[src/hw/rtl/ppcx_regfile.sv]
// 32 x 32 register file: one synchronous memory, two read ports, written bits and write forwarding
module ppcx_regfile (
  input  logic        clk,
  input  logic        rst,
  input  logic [4:0]  raddr_a,
  input  logic [4:0]  raddr_b,
  output logic [31:0] rdata_a,
  output logic [31:0] rdata_b,
  input  logic        we,
  input  logic [4:0]  waddr,
  input  logic [31:0] wdata
);

  logic [31:0] mem [32];
  logic [31:0] valid;
  logic [31:0] qa;
  logic [31:0] qb;
  logic        va;
  logic        vb;

  // memory write and registered reads; a read of the entry being written sees the new data
  always_ff @(posedge clk) begin
    if (we) begin
      mem[waddr] <= wdata;
    end
    qa <= (we && waddr == raddr_a) ? wdata : mem[raddr_a];
    qb <= (we && waddr == raddr_b) ? wdata : mem[raddr_b];
  end

  // entries never written read as zero after reset
  always_ff @(posedge clk) begin
    if (rst) begin
      valid <= '0;
      va <= 1'b0;
      vb <= 1'b0;
    end else begin
      if (we) begin
        valid[waddr] <= 1'b1;
      end
      va <= valid[raddr_a] || (we && waddr == raddr_a);
      vb <= valid[raddr_b] || (we && waddr == raddr_b);
    end
  end

  assign rdata_a = va ? qa : '0;
  assign rdata_b = vb ? qb : '0;

endmodule

[config.mk]
export PLATFORM = sky130hd
export DESIGN_NAME = ppcx_regfile
export DESIGN_NICKNAME = d
export VERILOG_FILES = /design/src/hw/rtl/ppcx_regfile.sv
export SDC_FILE = /design/constraint.sdc
export NUM_CORES = 1
export LEC_CHECK = 0
export ABC_CLOCK_PERIOD_IN_PS = 2900
export BUFFER_PORTS_ARGS = -buffer_cell sky130_fd_sc_hd__buf_2
export CORE_ASPECT_RATIO = 0.7
export CORE_UTILIZATION = 41
export CTS_CLUSTER_SIZE = 10
export DETAILED_ROUTE_END_ITERATION = 8
export GPL_ROUTABILITY_DRIVEN = 0
export GPL_TIMING_DRIVEN = 0
export HOLD_SLACK_MARGIN = 0.06
export SLEW_MARGIN = 10
export SYNTH_ARGS = -nofsm -noshare
export SYNTH_HDL_FRONTEND = slang
export SYNTH_SLANG_ARGS = --single-unit
[constraint.sdc]
create_clock -name clk -period 2.9 [get_ports clk]
set_clock_uncertainty 0.15 [all_clocks]
set_input_delay 0.29 -clock clk [delete_from_list [all_inputs] [get_ports clk]]
set_output_delay 0.29 -clock clk [all_outputs]
set_load 0.05 [all_outputs]
Word-level counts from Yosys, hierarchy flattened
Memory sizes are Yosys's and may differ from the RTL's. A register that Yosys moved wholly into a read port is not among the register bits.
Cells that the tools add are included.
Storage, ports and cells
  word-level logic and storage cells: 26
  register bits: 34
  memory bits (writable): 1024
  memories kept: 1
Cells by class
  equal/unequal tests: 2
  reduce and logical (&&, ||, !) cells: 5
  bitwise operators: 1
  muxes and demuxes: 10
  $lt $le $gt $ge: 4
Memory list
  mem: words 32, bits a word 32, rd ports 2, clocked after memory_dff 2, write ports 1, line 14  | logic [31:0] mem [32];
Operator list (number)
  $mux W32: 2
  $or A32 B32 Y32: 1
  $lt A5 B6 Y1 const B: 3
  $bmux W1 S5: 2
  $eq A5 B5 Y1: 2
  $demux W1 S5: 1
  $ge A5 B1 Y1 const B: 1
  $mux W1: 5
  $logic_and A1 B1 Y1: 3
  $logic_or A1 B1 Y1: 2

Depth between registers and ports, before layout
Gate-level depths: netlist of run 1.
  word-level depth: 5
  gate-level depth with buffers: 9
  mapped depth without buffers: 5

Least setup slack after synthesis of run 1
OpenSTA, ideal clock, no wires.
  path kind: input-to-reg
  start point: input port waddr[0]
  end point: memory mem[28][0] (enable)
  path slack: -0.161 ns
  required time: 2.327 ns
  arrival: 2.489 ns
  stages: 4
  path through: clkbuf_1 or3b_2 clkbuf_1 nor2_1
RTL lines
  start: declaration: line 10  | input logic [4:0] waddr,
  end: declaration: line 14
No word-level cell before the write port.

==> flow_metrics.py, run 1 <==
metrics = {
    "min_path": {
        "hp-class": "in2reg",
        "hold-path-cell-count": 2,
        "hp-start": "raddr_b[1]",
    },
    "synthesis": {
        "synthMuxAreaShare": 0.277,
        "synth_top_area_share": 0.624,
        "synthXorXnorAreaFrac": 0.00178,
        "netlist_area_sq_um": 49300,
        "syn_inst": 2421,
        "yosys.area_share.simple": 0.0202,
        "synth.largest_area_cell": "edfxtp_1",
        "synthAdderAreaFrac": 0,
        "synthTopCellsByArea": "edfxtp_1 (62%), mux4_2 (24%), mux2_2 (1.9%)",
        "synth-compound-area-share": 0.0353,
        "synth_area_per_cell_sq_um": 20.4,
        "yosysWarnings": 0,
        "synth_nets": 2471,
        "ys_async_sr_fraction": 0,
        "yosysMostFrequentCell": "edfxtp_1",
        "seq_area_frac_synth": 0.642,
        "yosys_register_bits": 1068,
        "synth.distinct_cells": 36,
        "netlist_top_cells_count": "edfxtp_1 (1024), mux4_2 (524), nor2_1 (164), mux2i_1 (92), clkbuf_1 (87)",
        "synth_top_family_by_area": "multiplexers",
        "synth-main-ff-cell": "edfxtp_1",
        "synth_edf_count": 1024,
    },
    "global_route": {
        "grt_pass1_vias": 29900,
        "grt_use_met2": 0.402,
        "grtUsageTotal": 0.277,
        "grt_max_degree": 33,
        "grt-ovfl-total": 0,
        "top_usage_layer": "met2",
        "antenna_found_initial": 0,
        "use_met1": 0.394,
        "grt_pass1_wl_microns": 232000,
        "grt_use_met3": 0.0962,
    },
    "sta": {
        "worst_pin_slew_ns": 1.35,
        "finalHoldViolCount": 0,
        "fmax_mhz": 277,
        "fin_crit_ns": 3.60,
        "final-setup-viol-count": 64,
        "slew_violations": 0,
        "finalSetupTns_ns": -39.26,
        "grt_setup_unrepaired": "yes",
        "max_slew_margin": 0.0993,
        "setup_ws_ns": -0.704,
        "final.period_utilization": 1.24,
    },
    "cells_and_area": {
        "final_cell_area_sq_um": 62000,
        "layout.nets": 2863,
        "syn_to_final_growth_pct": 25.8,
        "instances_no_fill": 4410,
        "drive_above_1_share": 0.505,
        "num_antenna_cells": 0,
    },
    "clock_tree": {
        "clkSinkCount": 1068,
        "numCtsBuffers": 117,
        "htree_levels": 3,
        "clkTransAtPathRegs_ns": 0.06,
        "cts-root-buf": "clkbuf_16",
        "clock_latency_ns": 0.72,
        "tritoncts": "done",
        "clk_path_buf_depth": 3,
    },
    "worst_setup_path": {
        "timing.rr.start": "valid[16]$_SDFFE_PP0P_",
        "critPathCaptureType": "primary output",
        "required_ns": 2.46,
        "startpoint_type": "flip-flop",
        "critical_path_class": "reg2out",
        "crit_arrival_ns": 3.16,
        "crit_path_max_fanout": 10,
        "worstRegToRegCells": 6,
        "reg2reg_slack_ns": 0.46,
        "reg2reg_to": "vb$_SDFF_PP0_",
    },
    "power": {
        "ir_worst_vdd_mv": 0.470,
        "power_density_nw_per_um2": 562,
        "power_leakage_nw": 19.5,
        "total_power_mw": 34.9,
    },
    "drt": {
        "first_iter_violations": 4220,
        "wl_microns": 171000,
        "ant_nets": 0,
        "vias": 30000,
        "drt_drc_violations_left": 0,
        "dr.pass1.iters": 8,
        "vias_per_cell": 6.79,
        "wire_per_inst_microns": 38.7,
    },
    "floorplanning": {
        "die_w_microns": 416,
        "coreArea_sq_um": 119000,
        "initial_core_util": 0.413,
        "rows": 106,
        "dieArea_sq_um": 122000,
        "die_h_microns": 292,
        "io_pins": 114,
    },
    "placement": {
        "dpl_cell_area_sq_um": 53100,
        "place_inst": 4136,
        "dp_slack_ns": -1.33,
        "dp_hpwl_microns": 113000,
        "portBuffers": 108,
    },
    "run_status": {
        "violations": "negative setup slack",
        "status": "finished with violations",
    },
    "job": {
        "cap_violations": 0,
    },
}
-- final cells by class --
cell class	count	area, sq um
fill	9162	57400
sequential	1068	31600
multi-input combinational	1142	19100
timing repair buffer	279	3610
clock buffer	149	3120
buffer	200	2570
tap	1566	1960
inverter	5	18.8
clock inverter	1	8.76
-- flip-flops by register name, summed over array words and instances, names as in the netlist, named ones only --
signal,flops
mem,1024
va,1
valid,32
vb,1
-- worst max-delay path by stage --
stage               startpoint              endpoint  slack (ns)  cells after the start
floorplan             waddr[0]  mem[28][0]$_DFFE_PP_       -0.16                      4
global placement      waddr[0]   mem[0][9]$_DFFE_PP_       -2.63                      4
detailed placement   flip-flop           rdata_b[19]       -1.33                      7
CTS                  flip-flop           rdata_b[29]       -0.73                     10
global route         flip-flop            rdata_a[7]       -0.75                     10
finish               flip-flop           rdata_b[29]       -0.70                      7
-- per-stage QoR --
stage	utilization	hold WS [ns]
floorplan	-	0.168
global placement	0.435	0.287
global route	0.519	0.0819
detailed placement	0.444	0.294
finish	0.519	0.112
CTS	0.509	0.0681
-- critical path, stage by stage, from the launching register on --
cell	delay, ns
dfxtp_2	0.47
buf_4	0.26
buf_4	0.31
nor2b_4	0.36
clkbuf_8	0.30
a221oi_2	0.11
a21oi_2	0.37
buf_6	0.22
-- what timing repair did --
item / 4_1_cts / 5_1_grt
gates cloned: 13 / 11
endpoints found under the hold margin: 1038 / 0
hold buffers: 46 / 0
setup buffers: 42 / 27
pin swaps: 61 / 54
setup endpoints to repair: 64 / 65
gates resized for setup: 799 / 160
-- kinds of logic after synthesis --
| group | after synthesis |
|---|---|
| xor+xnor | 10 |
| mux | 698 |
| buf+inv | 211 |
| simple gates | 224 |
| flops | 1068 |
| compound gates | 210 |
-- metal layers --
metal	vias to the layer above	wire (microns)
met3	264	22100
met5	-	0
met2	2133	75200
met1	16200	68000
li1	11400	-
met4	0	5510
-- placed cells by master (no fill, tap or decap), types with 26 or more instances in the layout --
cell type	count
edfxtp_1	1024
mux4_2	524
clkbuf_16	133
buf_6	108
nor2_1	99
buf_12	90
mux2_2	67
buf_2	49
a221oi_4	49
mux2i_1	48
dlygate4sd3_1	46
clkbuf_1	44
buf_4	40
buf_16	40
a221oi_2	39
dfxtp_1	37
nor2_4	34
nor2_2	31
a21oi_2	29
clkbuf_2	26
-- power breakdown --
group / switching (mW) / internal, mW
Clock: 5.82 / 7.35
Sequential: 0.102 / 17.1
Combinational: 2.58 / 1.90
Total: 8.50 / 26.4
Note: power is estimated with default switching activity, not from simulation.
==> inputs of run 2 (changes only) <==
--- a/config.mk
+++ b/config.mk
@@ -8,7 +8,9 @@
 export ABC_CLOCK_PERIOD_IN_PS = 2900
 export BUFFER_PORTS_ARGS = -buffer_cell sky130_fd_sc_hd__buf_2
 export CORE_ASPECT_RATIO = 0.7
+export CORE_MARGIN = 2
 export CORE_UTILIZATION = 41
+export CTS_CLUSTER_DIAMETER = 200
 export CTS_CLUSTER_SIZE = 10
 export DETAILED_ROUTE_END_ITERATION = 8
 export GPL_ROUTABILITY_DRIVEN = 0
==> flow_metrics.py, run 2 (synthesized netlist as in run 1, its figures left out) <==
metrics = {
    "run_status": {
        "status": "finished with violations",
        "violations": "negative setup slack",
    },
    "drt": {
        "vias_per_cell": 6.77,
        "drt_drc_violations_left": 0,
        "vias": 30000,
        "first_iter_violations": 4769,
        "wire_per_inst_microns": 38.6,
        "wl_microns": 171000,
        "ant_nets": 0,
        "dr.pass1.iters": 6,
    },
    "sta": {
        "final.period_utilization": 1.27,
        "grt_setup_unrepaired": "yes",
        "fin_crit_ns": 3.68,
        "setup_ws_ns": -0.778,
        "whs_ns": 0.163,
        "final-setup-viol-count": 64,
        "fmax_mhz": 272,
        "worst_pin_slew_ns": 1.39,
        "finalHoldViolCount": 0,
        "max_slew_margin": 0.0735,
        "slew_violations": 0,
    },
    "cells_and_area": {
        "top_regs": "mem (1024), valid (32)",
        "syn_to_final_growth_pct": 25.6,
        "layout_common_cells": "edfxtp_1 (1024), mux4_2 (524), clkbuf_16 (130)",
        "final_cell_area_sq_um": 61900,
        "regMostFlops": "mem",
        "final_util": 0.519,
        "num_antenna_cells": 0,
        "drive_above_1_share": 0.497,
        "layout_commonest_cell": "edfxtp_1",
        "largest_register_ffs": 1024,
        "fillCellCount": 9163,
        "layout.nets": 2867,
    },
    "global_route": {
        "grt_max_degree": 33,
        "grt_use_met3": 0.0843,
        "grt_use_met2": 0.395,
        "grt_pass1_vias": 29900,
        "top_usage_layer": "met1",
        "use_met1": 0.404,
        "grtUsageTotal": 0.276,
        "antenna_found_initial": 0,
        "grt-ovfl-total": 0,
        "grt_pass1_wl_microns": 234000,
    },
    "power": {
        "power_density_nw_per_um2": 564,
        "sequentialPowerShare": 0.492,
        "total_power_mw": 34.9,
        "p_int_mw": 26.4,
        "swShare": 0.245,
        "ir_worst_vdd_mv": 0.539,
        "switchingPower_mw": 8.57,
        "p_comb_frac": 0.126,
        "power_frac_clock": 0.381,
        "power_leakage_nw": 19.5,
    },
    "clock_tree": {
        "clkTransAtPathRegs_ns": 0.06,
        "cts-root-buf": "clkbuf_16",
        "tritoncts": "done",
        "clk_path_buf_depth": 3,
        "clock_latency_ns": 0.71,
        "numCtsBuffers": 116,
        "htree_levels": 3,
        "clkSinkCount": 1068,
    },
    "floorplanning": {
        "die_w_microns": 418,
        "io_pins": 114,
        "coreArea_sq_um": 119000,
        "die_h_microns": 294,
        "initial_core_util": 0.413,
        "dieArea_sq_um": 123000,
        "rows": 106,
    },
    "worst_setup_path": {
        "reg2reg_slack_ns": 0.52,
        "required_ns": 2.46,
        "slowest_delay_ns": 0.92,
        "startpoint_type": "flip-flop",
        "cp_num_cells": 4,
        "path_buf_inv": 2,
        "crit_slowest_cell": "clkbuf_1",
        "critPathCaptureType": "primary output",
        "worstRegToRegCells": 6,
        "cp_top_family": "buffers and inverters",
        "crit_path_cell_trace": "clkbuf_1 -> o221ai_1 -> a21oi_2 -> buf_6",
        "crit_path_max_fanout": 10,
        "critical_path_class": "reg2out",
        "crit_arrival_ns": 3.24,
    },
    "placement": {
        "portBuffers": 108,
        "dpl_cell_area_sq_um": 53200,
        "dp_slack_ns": -1.36,
        "dp_hpwl_microns": 115000,
    },
    "min_path": {
        "hold-path-cell-count": 2,
        "hp-class": "in2reg",
    },
    "job": {
        "cap_violations": 0,
    },
}
==> run 2: cell count changes in the layout (fill, tap and decap cells not counted), sizes merged <==
cell,before,now
buf,341,350
clkbuf,239,255
==> run 2: routing by layer <==
layer | vias up | share of wire
li1 | 11400 | -
met1 | 16100 | 0.40
met2 | 2171 | 0.43
met3 | 300 | 0.13
met4 | 0 | 0.035
met5 | - | 0
==> run 2: power groups by stage <==
stage               logic [mW]  clock network (mW)  registers (mW)
CTS                       4.19                13.4            17.2
finish                    4.42                13.3            17.2
global placement          3.21                   0            17.5
floorplan                 1.98                   0            17.5
global route              4.54                14.0            17.2
detailed placement        3.31                   0            17.5
==> run 2: path summary, 6_finish.rpt <==
kind | to | startpoint
setup / recovery | rdata_b[1] | vb$_SDFF_PP0_
hold / removal | flip-flop | raddr_a[1]
setup reg to reg | vb$_SDFF_PP0_ | valid[16]$_SDFFE_PP0P_
hold reg to reg | valid[28]$_SDFFE_PP0P_ | valid[28]$_SDFFE_PP0P_
==> run 2: cell type report <==
class	instances	area (sq um)	share of cell area
clock buffer	169	3180	0.0513
multi-input combinational	1142	18900	0.306
timing repair buffer	289	3780	0.0611
clock inverter	1	8.76	0.000141
sequential	1068	31600	0.511
buffer	195	2410	0.0389
inverter	5	18.8	0.000303
tap	1566	1960	0.0317
==> run 2: what timing repair did <==
action / in CTS / in global routing
gates cloned: 13 / 9
hold endpoints to repair: 1038 / 0
endpoints found under the setup margin: 64 / 64
hold buffers: 46 / 0
resized for setup: 791 / 113
pin swaps: 46 / 54
setup buffers: 42 / 29
==> run 2: through the flow <==
stage / TNS, ns / instances
final: -38.77 / 4435
after global routing: -42.26 / 4435
after CTS: -42.72 / 4406
after detailed placement: -71.67 / 4141
after global placement: -2235.54 / 4095
after floorplan: -60.36 / 2421
