==> src/hw/rtl/ppcx_pkg.sv <==
// shared types and constants for the integer execute unit
package ppcx_pkg;

  typedef enum logic [5:0] {
    OP_ADDC = 6'd0, OP_ADDE = 6'd1, OP_ADDI = 6'd2, OP_ADDIC = 6'd3, OP_ADDICR = 6'd4,
    OP_ADDIS = 6'd5, OP_ADDME = 6'd6, OP_ADD = 6'd7, OP_ADDZE = 6'd8, OP_ANDC = 6'd9,
    OP_ANDIR = 6'd10, OP_ANDISR = 6'd11, OP_AND = 6'd12, OP_CMP = 6'd13, OP_CMPI = 6'd14,
    OP_CMPL = 6'd15, OP_CMPLI = 6'd16, OP_CNTLZW = 6'd17, OP_DIVWU = 6'd18,
    OP_DIVW = 6'd19, OP_EQV = 6'd20, OP_EXTSB = 6'd21, OP_EXTSH = 6'd22,
    OP_MULHWU = 6'd23, OP_MULHW = 6'd24, OP_MULLI = 6'd25, OP_MULLW = 6'd26,
    OP_NAND = 6'd27, OP_NEG = 6'd28, OP_NOR = 6'd29, OP_ORC = 6'd30, OP_ORI = 6'd31,
    OP_ORIS = 6'd32, OP_OR = 6'd33, OP_RLWIMI = 6'd34, OP_RLWINM = 6'd35,
    OP_RLWNM = 6'd36, OP_SLW = 6'd37, OP_SRAWI = 6'd38, OP_SRAW = 6'd39,
    OP_SRW = 6'd40, OP_SUBFC = 6'd41, OP_SUBFE = 6'd42, OP_SUBFIC = 6'd43,
    OP_SUBFME = 6'd44, OP_SUBF = 6'd45, OP_SUBFZE = 6'd46, OP_TW = 6'd47,
    OP_TWI = 6'd48, OP_XORI = 6'd49, OP_XORIS = 6'd50, OP_XOR = 6'd51,
    OP_WRITE = 6'd52, OP_READ = 6'd53
  } op_t;

  typedef enum logic [1:0] {
    ST_OK = 2'd0, ST_TRAP = 2'd1, ST_OE_UNSUP = 2'd2
  } status_t;

  typedef enum logic [2:0] {
    S_IDLE, S_READ, S_EXEC, S_MUL, S_DIV, S_DONE
  } state_t;

  localparam logic [31:0] SIGN_BIT = 32'h8000_0000;
  localparam logic [31:0] ALL_ONES = 32'hFFFF_FFFF;
  localparam logic [3:0] CR_LT = 4'b1000;
  localparam logic [3:0] CR_GT = 4'b0100;
  localparam logic [3:0] CR_EQ = 4'b0010;

  // one decoded item, carried from the front end to the execute logic
  typedef struct packed {
    logic [5:0]  func;
    logic [4:0]  dst_reg;
    logic [4:0]  src_a_reg;
    logic [31:0] immediate;
    logic [4:0]  shift_amount;
    logic [4:0]  mask_begin;
    logic [4:0]  mask_end;
    logic [4:0]  trap_cond;
    logic [2:0]  cr_index;
    logic        record;
    logic        overflow_enable;
  } item_t;

  // divider handshake
  typedef struct packed {
    logic        go;
    logic [31:0] dividend;
    logic [31:0] divisor;
  } div_req_t;

  typedef struct packed {
    logic        done;
    logic [31:0] quotient;
  } div_rsp_t;

  // rotate mask, bit 0 most significant, wrapping when end is below begin
  function automatic logic [31:0] rot_mask(input logic [4:0] mb, input logic [4:0] me);
    logic [31:0] b;
    logic [31:0] e;
    logic [31:0] m;
    begin
      b = ALL_ONES >> mb;
      e = (me == 5'd31) ? 32'd0 : (ALL_ONES >> (6'(me) + 6'd1));
      m = b ^ e;
      rot_mask = (me < mb) ? ~m : m;
    end
  endfunction

  function automatic logic [31:0] rotl(input logic [31:0] v, input logic [4:0] n);
    logic [63:0] d;
    begin
      d = {v, v} << n;
      rotl = d[63:32];
    end
  endfunction

  function automatic logic [5:0] clz(input logic [31:0] v);
    logic [5:0] n;
    logic       hit;
    begin
      n = 6'd32;
      hit = 1'b0;
      for (int i = 31; i >= 0; i--) begin
        if (v[i] && !hit) begin
          n = 6'(31 - i);
          hit = 1'b1;
        end
      end
      clz = n;
    end
  endfunction

endpackage

==> src/hw/rtl/ppcx_divider.sv <==
// unsigned radix-2 restoring divider, one quotient bit per cycle
module ppcx_divider (
  input  logic               clk,
  input  logic               rst,
  input  ppcx_pkg::div_req_t req,
  output ppcx_pkg::div_rsp_t rsp
);

  logic [31:0] quo;
  logic [31:0] rem;
  logic [31:0] dsr;
  logic [5:0]  cnt;
  logic        busy;
  logic        done_q;
  logic [32:0] trial;

  assign trial = {rem[31:0], quo[31]} - {1'b0, dsr};

  // shift-subtract loop
  always_ff @(posedge clk) begin
    if (rst) begin
      busy <= 1'b0;
      cnt <= '0;
      done_q <= 1'b0;
    end else begin
      done_q <= 1'b0;
      if (req.go) begin
        busy <= 1'b1;
        cnt <= 6'd32;
        quo <= req.dividend;
        rem <= '0;
        dsr <= req.divisor;
      end else if (busy) begin
        if (trial[32]) begin
          rem <= {rem[30:0], quo[31]};
          quo <= {quo[30:0], 1'b0};
        end else begin
          rem <= trial[31:0];
          quo <= {quo[30:0], 1'b1};
        end
        cnt <= cnt - 6'd1;
        if (cnt == 6'd1) begin
          busy <= 1'b0;
          done_q <= 1'b1;
        end
      end
    end
  end

  assign rsp = '{done: done_q, quotient: quo};

endmodule

==> config.mk <==
export PLATFORM = sky130hd
export DESIGN_NAME = ppcx_divider
export DESIGN_NICKNAME = d
export VERILOG_FILES = /design/src/hw/rtl/ppcx_pkg.sv /design/src/hw/rtl/ppcx_divider.sv
export SDC_FILE = /design/constraint.sdc
export NUM_CORES = 1
export LEC_CHECK = 0
export BUFFER_PORTS_ARGS = -buffer_cell sky130_fd_sc_hd__buf_4
export CAP_MARGIN = 20
export CELL_PAD_IN_SITES_DETAIL_PLACEMENT = 1
export CELL_PAD_IN_SITES_GLOBAL_PLACEMENT = 2
export CORE_MARGIN = 5
export CORE_UTILIZATION = 30
export CTS_BUF_LIST = sky130_fd_sc_hd__clkbuf_16
export CTS_CLUSTER_SIZE = 25
export DETAILED_ROUTE_END_ITERATION = 16
export PLACE_DENSITY = 0.79
export SLEW_MARGIN = 20
export SYNTH_ARGS = -nofsm -noshare
export SYNTH_HDL_FRONTEND = slang
export SYNTH_SLANG_ARGS = --single-unit
==> constraint.sdc <==
create_clock -name clk -period 12.4 [get_ports clk]
set_clock_uncertainty 0.1 [all_clocks]
set_input_delay 1.86 -clock clk [delete_from_list [all_inputs] [get_ports clk]]
set_output_delay 1.86 -clock clk [all_outputs]
set_load 0.005 [all_outputs]
* Yosys cells after proc, flatten, opt, wreduce, memory -nomap -nowiden
Cells that the tools add are included.
** Cells by class
- Bitwise gates (word level) :: 2
- Reductions and logical operators :: 5
- Mux-type cells :: 11
- Add/subtract/negate cells :: 2
- Eq/ne operators :: 1
** Operators with widths (count)
- 32-bit two-way mux :: 4
- 33-bit by 32-bit subtractor with 33-bit output :: 1
- 6-bit two-way mux :: 2
- 6-bit by 1-bit equality test with 1-bit output (second input constant) :: 1
- 6-bit by 1-bit subtractor with 6-bit output (second input constant) :: 1
- 1-bit two-way mux :: 5
- 2-bit AND reduction :: 2
- 3-bit OR reduction :: 1
- 1-bit NOT :: 2
- 2-bit nonzero test :: 1
- 2-bit OR reduction :: 1
** Word-level totals
- Output and inout port bits :: 33
- Bits in registers :: 104
- Input port bits :: 67

* Logic depth before layout (Yosys ltp)
Gate-level depths: netlist (run 1).
- Depth after elaboration :: 4
- Gate-level depth with buffers :: 13
- Mapped depth without buffers :: 11

* Least setup slack after synthesis (run 1)
OpenSTA, ideal clock, no wires.
- Path type :: input to register
- Start point :: input port req[64] (netlist name)
- End point :: register quo[0] (enable)
- Required time :: 11.814 ns
- Data arrival time :: 5.170 ns
- Library setup time :: 0.486 ns
- Slack :: 6.644 ns
- Cell stages on the path :: 4
- Path through :: clkbuf_1 clkbuf_1 nor2_1 nor2_1
** Between the ends
- Cells in the longest elaborated chain, start to end :: 2
** RTL lines
- start: declaration :: RTL line ppcx_divider.sv:5 : input ppcx_pkg::div_req_t req,
- 2-bit nonzero test (no line)
- 2-bit AND reduction (no line)
- end signal: assignment :: RTL line ppcx_divider.sv:30 : quo <= req.dividend;
- end signal: assignment :: RTL line ppcx_divider.sv:36 : quo <= {quo[30:0], 1'b0};
- end signal: assignment :: RTL line ppcx_divider.sv:39 : quo <= {quo[30:0], 1'b1};
- end: declaration :: RTL line ppcx_divider.sv:9 : logic [31:0] quo;
Every way passes these cells.
A chain may end at the register's enable or synchronous reset.

* Final worst setup path (run 1)
- Start point :: input port req[64] (netlist name)
- End point :: register dsr[11] (enable)
** Between the ends
- Cells in the longest elaborated chain, start to end :: 1
** RTL lines
- 2-bit AND reduction (no line)
- end signal: assignment :: RTL line ppcx_divider.sv:32 : dsr <= req.divisor;
- end: declaration :: RTL line ppcx_divider.sv:11 : logic [31:0] dsr;
Every way passes these cells.

==> results.yml, run 1 <==
global_route:
  grtUsageTotal_pct: 14.20
  antenna_found_initial: 0
  overflow: 0
  grt_pass1_wl_um: 26840
  grt_pass1_vias: 5180
  grt_max_degree: 63
logic_synthesis:
  seq_area_frac_synth_pct: 50.14
  yosys_warnings: 0
  ys_async_sr_fraction_pct: 0
  synth_mux_area_share_pct: 5.938
  synth_area_um2: 6068
  avgSynthCellArea_um2: 10.66
  synth_fa_ha_area_share_pct: 7.340
  synth_compound_area_share_pct: 15.63
  synth_top_family_by_area: "compound AO/OA/AOI/OAI gates"
  syn_nets: 671
  synth_simple_gate_area_share_pct: 13.03
  synth-edff-count: 96
  yosysUniqueCellTypes: 63
  synth_xor_area_share_pct: 3.031
  synth-main-ff-cell: "edfxtp_1"
  synth-seq-cells: 104
  synthCells: 569
clocking:
  cts_root_buf: "clkbuf_16"
  cts_setup_buffers: 0
  htree_levels: 3
  cts.path.max_buffers: 2
  cts_tree: "yes"
  cts_resized: 0
  cts_sinks: 104
  clock_latency_ns: 0.36
  holdBufCountCts: 0
  cts_made_buffers: 9
  path_clk_slew_ns: 0.07
floorplanning:
  die_h_um: 152.2
  die_w_um: 152.2
  pin_count: 100
  rows: 52
  die_area_um2: 23170
  fp.coreArea_um2: 20100
  initial_core_util_pct: 30.18
critical_path:
  crit_buf_inv: 2
  critical-path-top-delay-family: "buffers and inverters"
  worst-endpoint-arrival_ns: 4.25
  worstPathCellList: "buf_4 -> clkinv_1 -> nor2_4"
  end_kind: "flip-flop"
  cpPeakStageDelay_ns: 0.97
  timing.critical_path.fanout_max: 62
  slowest_stage: "nor2_4"
  critPathKind: "in -> reg"
  cp.required_ns: 12.28
  cp-start-kind: "primary input"
outcome:
  outcome: "complete, no violations"
drt:
  drtIter0Drc: 223
  route.detailed.drc: 0
  avgRoutedWirePerCell_um: 17.38
  avgViaCountPerCell: 5.000
  final_antenna_net_count: 0
  via_count: 4665
  drt-total-wl_um: 16220
  first_pass_iters: 6
timing:
  finalCritPeriodShare_pct: 35.29
  drv_slew: 0
  setup_tns_ns: 0
  max_slew_margin_pct: 35.36
  worst_slack_ns: 8.024
  worst_slew_pin_slew_ns: 0.9674
  finalHoldViolations: 0
  fin_crit_ns: 4.376
  grt_setup_unrepaired: "false"
  clock.fmax_mhz: 228.5
  setup_viol: 0
placed_design:
  pre_cts_ws_ns: 7.513
  portBuffers: 99
  gp_congestion: 0.7983
  hpwl_um: 11900
final_layout:
  layout_commonest_cell: "buf_4"
  area_delta_synth_final_pct: 20.74
  layout-drive-gt1-share_pct: 24.13
  nets: 760
  final_cell_mix: "buf_4 (100), edfxtp_1 (96), nand2_1 (55), nor2_1 (45), inv_1 (43)"
  antenna_cells: 0
job:
  maxCapViolations: 0
power:
  p_per_area_nw_per_um2: 136.6
  p_leak_nw: 2.921
  vdd_ir_drop_max_mv: 0.06955
hold_path:
  hp-class: "reg -> reg"
[state kept, by name, summed over array words and instances, names as in the netlist]
name,flops
dsr,32
cnt,6
done_q,1
rem,32
busy,1
quo,32
[worst reg2reg max path: stages, from the launching register on]
cell and delay (ns):
edfxtp_1 0.39, inv_1 0.06, ha_1 0.23, fa_1 0.43
nor2b_2 0.21, o31ai_4 0.09, a211o_1 0.34, a31oi_1 0.34
a31oi_1 0.20, nand2_1 0.49, buf_8 0.24, nand2_1 0.18
o32ai_1 0.32
[power breakdown]
part / switching, mW / total, mW / leakage (nW) / internal, mW
Clock: 0.136 / 0.272 / 0.126 / 0.136
Combinational: 0.168 / 0.289 / 1.81 / 0.121
Sequential: 0.0164 / 0.439 / 0.984 / 0.423
[metal layers]
layer	vias to the layer above	global-route usage (%)	share of wire [%]
li1	2277	-	-
met1	2266	16.93	43
met2	113	24.17	48
met3	9	6.163	8.0
met4	0	2.568	0.76
met5	-	0	0
[Yosys cell counts, drive strengths merged, types with 2 or more instances]
cell | number | share of area, %
nor3 | 13 | 1.1
dfxtp | 8 | 2.6
nor2 | 47 | 2.9
a2111oi | 3 | 0.54
nand3 | 22 | 1.9
o32ai | 2 | 0.29
nor4b | 2 | 0.39
and4 | 2 | 0.33
o21a | 9 | 1.1
a221o | 2 | 0.33
buf | 11 | 1.4
nor2b | 4 | 0.45
inv | 43 | 2.7
xnor2 | 11 | 1.6
and3 | 5 | 0.52
nand4 | 6 | 0.62
xor2 | 10 | 1.4
a211o | 2 | 0.29
a311o | 2 | 0.33
a21oi | 42 | 3.5
or3 | 3 | 0.31
edfxtp | 96 | 48
o211ai | 6 | 0.74
ha | 34 | 7.0
or2 | 3 | 0.31
nand2 | 55 | 3.4
clkbuf | 12 | 0.78
mux2 | 32 | 5.9
a211oi | 11 | 1.5
a21o | 11 | 1.4
a31oi | 10 | 1.1
o31ai | 2 | 0.47
o21ai | 27 | 2.2
o2111ai | 3 | 0.43
nand2b | 3 | 0.31
[layout make-up]
cell class / instances / area (um^2)
Fill cell: 2228 / 12780
Sequential cell: 104 / 3043
Multi-Input combinational cell: 398 / 2744
Timing Repair Buffer: 101 / 765.7
Tap cell: 270 / 337.8
Clock buffer: 9 / 225.2
Inverter: 44 / 165.2
Clock inverter: 7 / 46.29
[cells by family after synthesis]
kind of cell               after synthesis
DFF                                    104
muxes                                   32
xor gates and xnor gates                21
adders and majority gates               35
buffers and inverters                   67
AOI/OAI and AO/OA                      141
and+or+nand+nor                        169
[worst paths after layout]
path	start	end	slack (ns)	cells past startpoint
max	req[64]	dsr[11]$_DFFE_PP_	8.02	3
min	cnt[0]$_SDFFE_PP0P_	cnt[0]$_SDFFE_PP0P_	0.41	2
max reg2reg	quo[31]$_DFFE_PP_	rem[29]$_SDFFCE_PP0P_	8.59	12
min reg2reg	cnt[0]$_SDFFE_PP0P_	cnt[0]$_SDFFE_PP0P_	0.41	2
[per-stage QoR]
stage                     power (mW)  hold slack (ns)  util, %  instances  area, um^2
after detailed placement      0.7376           0.3991    35.09        917        7056
after global placement        0.7262           0.3777    35.02        916        7041
final                          1.001           0.4063    36.45        933        7327
after global routing           1.066           0.4574    36.45        933        7327
after floorplan               0.6519           0.3671        -        569        6068
after CTS                      1.014           0.4115    36.45        933        7327
Note: power is estimated with default switching activity, not from simulation.
==> run 2: changes to the inputs <==
Clock period 12.4 ns to 4.16 ns, I/O delays scaled along.
==> run 2 against run 1 <==
Compared with the run above:
- wire length up 1.5%
- setup slack lost 7.4 ns
- count of clock-buffer cells in the layout stayed put
- critical path type is now reg -> reg
==> results.yml, run 2 (same netlist as run 1, synthesis figures left out) <==
outcome:
  outcome: "complete, no violations"
clocking:
  cts_made_buffers: 9
  cts_tree: "yes"
  cts.path.max_buffers: 2
  path_clk_slew_ns: 0.08
  cts_root_buf: "clkbuf_16"
  holdBufCountCts: 0
  cts_resized: 0
  htree_levels: 3
  clock_latency_ns: 0.37
  cts_setup_buffers: 0
  cts_sinks: 104
critical_path:
  cp-start-kind: "flip-flop"
  reg2reg_depth: 11
  r2r_slack_ns: 0.67
  timing.critical_path.fanout_max: 33
  timing.rr.end: "rem[11]$_SDFFCE_PP0P_"
  cpPeakStageDelay_ns: 0.43
  cp.required_ns: 4.17
  slowest_stage: "and2_4"
  worstPathCellList: "inv_1 -> ha_1 -> fa_1 -> nor2b_2 -> o31ai_4 -> a211o_1 -> o221ai_1 -> o31a_1 -> and2_4 -> a2111oi_0 -> a311o_1"
  critPathKind: "reg -> reg"
  end_kind: "flip-flop"
  worst-endpoint-arrival_ns: 3.50
  r2r-start: "quo[31]$_DFFE_PP_"
final_layout:
  antenna_cells: 0
  fin_area_um2: 7386
  nets: 765
  layout_commonest_cell: "buf_4"
  top_regs: "dsr: 32 flops, quo: 32 flops, rem: 32 flops"
  layout-drive-gt1-share_pct: 25.00
  area_delta_synth_final_pct: 21.71
  final_cell_mix: "buf_4 (105), edfxtp_1 (96), nand2_1 (55), nor2_1 (45), inv_1 (43)"
floorplanning:
  initial_core_util_pct: 30.18
  pin_count: 100
  fp.coreArea_um2: 20100
  rows: 52
  die_w_um: 152.2
  die_h_um: 152.2
  die_area_um2: 23170
timing:
  setup_viol: 0
  worst_slew_pin_slew_ns: 0.6933
  grt_setup_unrepaired: "false"
  clock.fmax_mhz: 286.5
  finalHoldViolations: 0
  drv_slew: 0
  fin_crit_ns: 3.491
  finalCritPeriodShare_pct: 83.91
  max_slew_margin_pct: 53.67
  setup_tns_ns: 0
  hold_slack_ns: 0.3314
placed_design:
  portBuffers: 99
  hpwl_um: 12300
  placed_area_um2: 7098
  gp_congestion: 0.8339
hold_path:
  hp-class: "in -> reg"
  whs_path_depth: 1
  min-delay-start: "req[1]"
  hold_end: "dsr[1]$_DFFE_PP_"
global_route:
  grt_pass1_vias: 5216
  grtUsageTotal_pct: 14.13
  grt_pass1_wl_um: 26850
  overflow: 0
  grt_max_degree: 46
  antenna_found_initial: 0
power:
  p_per_area_nw_per_um2: 409.8
  vdd_ir_drop_max_mv: 0.2247
  p_leak_nw: 2.960
drt:
  drtIter0Drc: 170
  avgRoutedWirePerCell_um: 17.55
  avgViaCountPerCell: 5.000
  route.detailed.drc: 0
  first_pass_iters: 4
  final_antenna_net_count: 0
  via_count: 4690
  drt-total-wl_um: 16470
job:
  maxCapViolations: 0
-- run 2: changes by cell type in the layout (fill, tap and decap cells not counted) --
cell,delta
buf_12,+1
buf_4,+5
buf_8,-1
clkinv_1,-2
clkinv_4,+1
clkinvlp_4,-1
inv_8,+2
-- run 2: how the worst max path moves through the flow --
stage                       from                    end  slack, ns  cells past startpoint
6_report       quo[31]$_DFFE_PP_  rem[11]$_SDFFCE_PP0P_       0.67                     11
5_1_grt        quo[31]$_DFFE_PP_  rem[25]$_SDFFCE_PP0P_       0.48                     11
4_1_cts        quo[31]$_DFFE_PP_  rem[25]$_SDFFCE_PP0P_       0.65                     11
3_5_place_dp   quo[31]$_DFFE_PP_  rem[25]$_SDFFCE_PP0P_       0.67                     11
3_3_place_gp   quo[31]$_DFFE_PP_  rem[25]$_SDFFCE_PP0P_       0.85                     11
2_1_floorplan            req[64]       quo[0]$_DFFE_PP_       0.70                      4
-- run 2: through the flow --
step | std cells | worst slack, ns | util, % | total power [mW]
after global placement | 922 | 0.8527 | 35.31 | 2.177
final | 938 | 0.6694 | 36.74 | 3.027
after CTS | 938 | 0.6506 | 36.74 | 3.068
after global routing | 938 | 0.4764 | 36.74 | 3.209
after floorplan | 569 | 0.7028 | - | 1.942
after detailed placement | 922 | 0.6669 | 35.31 | 2.201
-- run 2: layout make-up --
type	instances	area, um^2
clock buffer	9	225.2
clock inverter	7	62.56
fill	2258	12720
inverter	44	165.2
multi-input combinational	398	2744
sequential	104	3043
tap	270	337.8
timing repair buffer	106	808.3
-- run 2: power by group --
part	internal [mW]	switching (mW)	total, mW
Combinational	0.365	0.499	0.864
Sequential	1.26	0.0480	1.31
Clock	0.421	0.434	0.855
Total	2.05	0.982	3.03
-- run 2: critical path: cells and delay by family, from the launching register on --
kind | cells | cell delay (ns)
simple gates | 2 | 0.64
buf+inv | 1 | 0.06
fa+ha+maj | 2 | 0.65
flops | 1 | 0.38
compound gates | 6 | 1.39
-- run 2: metal layers --
metal  global-route usage [%]  vias to the layer above  share of wire (%)  routed length (um)
met5                        0                        -                  0                   0
met3                    5.822                       12                7.6                1259
met4                    3.682                        0                1.1                 182
li1                         -                     2285                  -                   -
met1                    16.19                     2285                 43                7078
met2                    24.47                      108                 48                7945
==> run 3: changes to the inputs <==
Clock period 4.16 ns to 3.52 ns, I/O delays scaled along.
==> run 3 against run 2 <==
Compared with the run above:
- via count hardly changed
- worst hold slack got worse by 0.093 ns
- wire length is 0.33% higher
- sequential power up 18%
- maximum frequency rose by 4.4%
- clock power rose by 15%
- power up 18%
- largest power group unchanged
==> results.yml, run 3 (same netlist as run 1, synthesis figures left out) <==
outcome:
  outcome: "complete, no violations"
power:
  switchingPower_mw: 1.158
  seqPwrFrac_pct: 43.1
  pwr-share-clk_pct: 27.5
  p_leak_nw: 2.978
  p_per_area_nw_per_um2: 481.8
  power_frac_comb_pct: 29.4
  internal_power_mw: 2.422
  vdd_ir_drop_max_mv: 0.2650
  swShare_pct: 32.35
timing:
  worst_slew_pin_slew_ns: 0.5796
  fin_crit_ns: 3.345
  setup_tns_ns: 0
  drv_slew: 0
  max_slew_margin_pct: 61.36
  setup_viol: 0
  worst_slack_ns: 0.1753
  clock.fmax_mhz: 299.0
  finalCritPeriodShare_pct: 95.02
  grt_setup_unrepaired: "false"
  finalHoldViolations: 0
  hold_slack_ns: 0.2386
hold_path:
  hp-class: "in -> reg"
drt:
  first_pass_iters: 4
  avgRoutedWirePerCell_um: 17.50
  via_count: 4694
  avgViaCountPerCell: 4.972
  final_antenna_net_count: 0
  drtIter0Drc: 222
  drt-total-wl_um: 16520
  route.detailed.drc: 0
floorplanning:
  die_w_um: 152.2
  die_h_um: 152.2
  fp.coreArea_um2: 20100
  die_area_um2: 23170
  pin_count: 100
  initial_core_util_pct: 30.18
  rows: 52
final_layout:
  multi_input_area_um2: 2760
  layout_commonest_cell: "buf_4"
  nets: 771
  top_regs: "dsr: 32 flops, quo: 32 flops, rem: 32 flops"
  antenna_cells: 0
  seq_area_um2: 3043
  layout-drive-gt1-share_pct: 25.96
  final_cell_mix: "buf_4 (110), edfxtp_1 (96), nand2_1 (54), nor2_1 (45), inv_1 (43)"
  instances_no_fill: 944
  area_delta_synth_final_pct: 22.43
  fill_cells: 2265
clocking:
  htree_levels: 3
  cts_tree: "yes"
  cts.path.max_buffers: 2
  cts_sinks: 104
  path_clk_slew_ns: 0.08
  cts_made_buffers: 9
  cts_setup_buffers: 0
  cts_root_buf: "clkbuf_16"
  clock_latency_ns: 0.36
placed_design:
  portBuffers: 99
  place_inst: 927
  gp_congestion: 0.8076
  hpwl_um: 12150
  pre_cts_ws_ns: 0.1113
global_route:
  grt_pass1_vias: 5240
  overflow: 0
  antenna_found_initial: 0
  grt_max_degree: 36
  grt_pass1_wl_um: 26980
  grtUsageTotal_pct: 14.15
critical_path:
  r2r_slack_ns: 0.18
  end_kind: "flip-flop"
  critPathKind: "reg -> reg"
  cp.required_ns: 3.52
  cp-start-kind: "flip-flop"
  worst-endpoint-arrival_ns: 3.34
  timing.critical_path.fanout_max: 17
job:
  maxCapViolations: 0
run 3: worst max-delay path, cell delays in order (launching register included):
cell and delay [ns]:
edfxtp_1 0.38, inv_1 0.06, ha_1 0.22, fa_1 0.42, nor2b_2 0.20, o31ai_4 0.09
a211o_1 0.33, o221ai_1 0.25, o31a_1 0.25, and2_4 0.33, a2111oi_0 0.12, a311o_1 0.34
run 3: what timing repair did:
| action | 4_1_cts | 5_1_grt |
|---|---|---|
| setup endpoints to repair | 0 | 6 |
| resized for setup | 0 | 2 |
| hold buffers | 0 | 0 |
run 3: worst paths after layout:
kind                       start               endpoint  cells past startpoint
max            quo[31]$_DFFE_PP_  rem[11]$_SDFFCE_PP0P_                     11
min                       req[7]       dsr[7]$_DFFE_PP_                      1
max reg2reg    quo[31]$_DFFE_PP_  rem[11]$_SDFFCE_PP0P_                     11
min reg2reg  cnt[0]$_SDFFE_PP0P_    cnt[0]$_SDFFE_PP0P_                      2
run 3: metrics by stage:
step | total power, mW | cell area (um^2) | utilization, %
after floorplan | 2.295 | 6071 | -
after global placement | 2.583 | 7136 | 35.49
after detailed placement | 2.611 | 7136 | 35.49
after CTS | 3.611 | 7413 | 36.87
after global routing | 3.802 | 7430 | 36.96
final | 3.580 | 7430 | 36.96
run 3: area by class of cell:
| class | instances | area share, % |
|---|---|---|
| clock buffers | 9 | 3.031 |
| clock inverters | 7 | 0.7073 |
| inverters | 44 | 2.223 |
| multi-input cells | 399 | 37.15 |
| flip-flops and latches | 104 | 40.96 |
| well taps | 270 | 4.547 |
| repair buffers | 111 | 11.38 |
run 3: metal layers:
layer,GRT usage [%],wire (um),up-vias
li1,-,-,2303
met1,16.65,7215,2256
met2,23.92,7808,114
met3,5.709,1228,21
met4,4.024,267,0
met5,0,0,-
run 3: power groups by stage:
stage | registers, mW | logic, mW | clock network [mW]
after floorplan | 1.56 | 0.737 | 0
after global placement | 1.57 | 1.02 | 0
after detailed placement | 1.57 | 1.04 | 0
after CTS | 1.55 | 1.05 | 1.02
after global routing | 1.56 | 1.18 | 1.07
final | 1.54 | 1.05 | 0.983
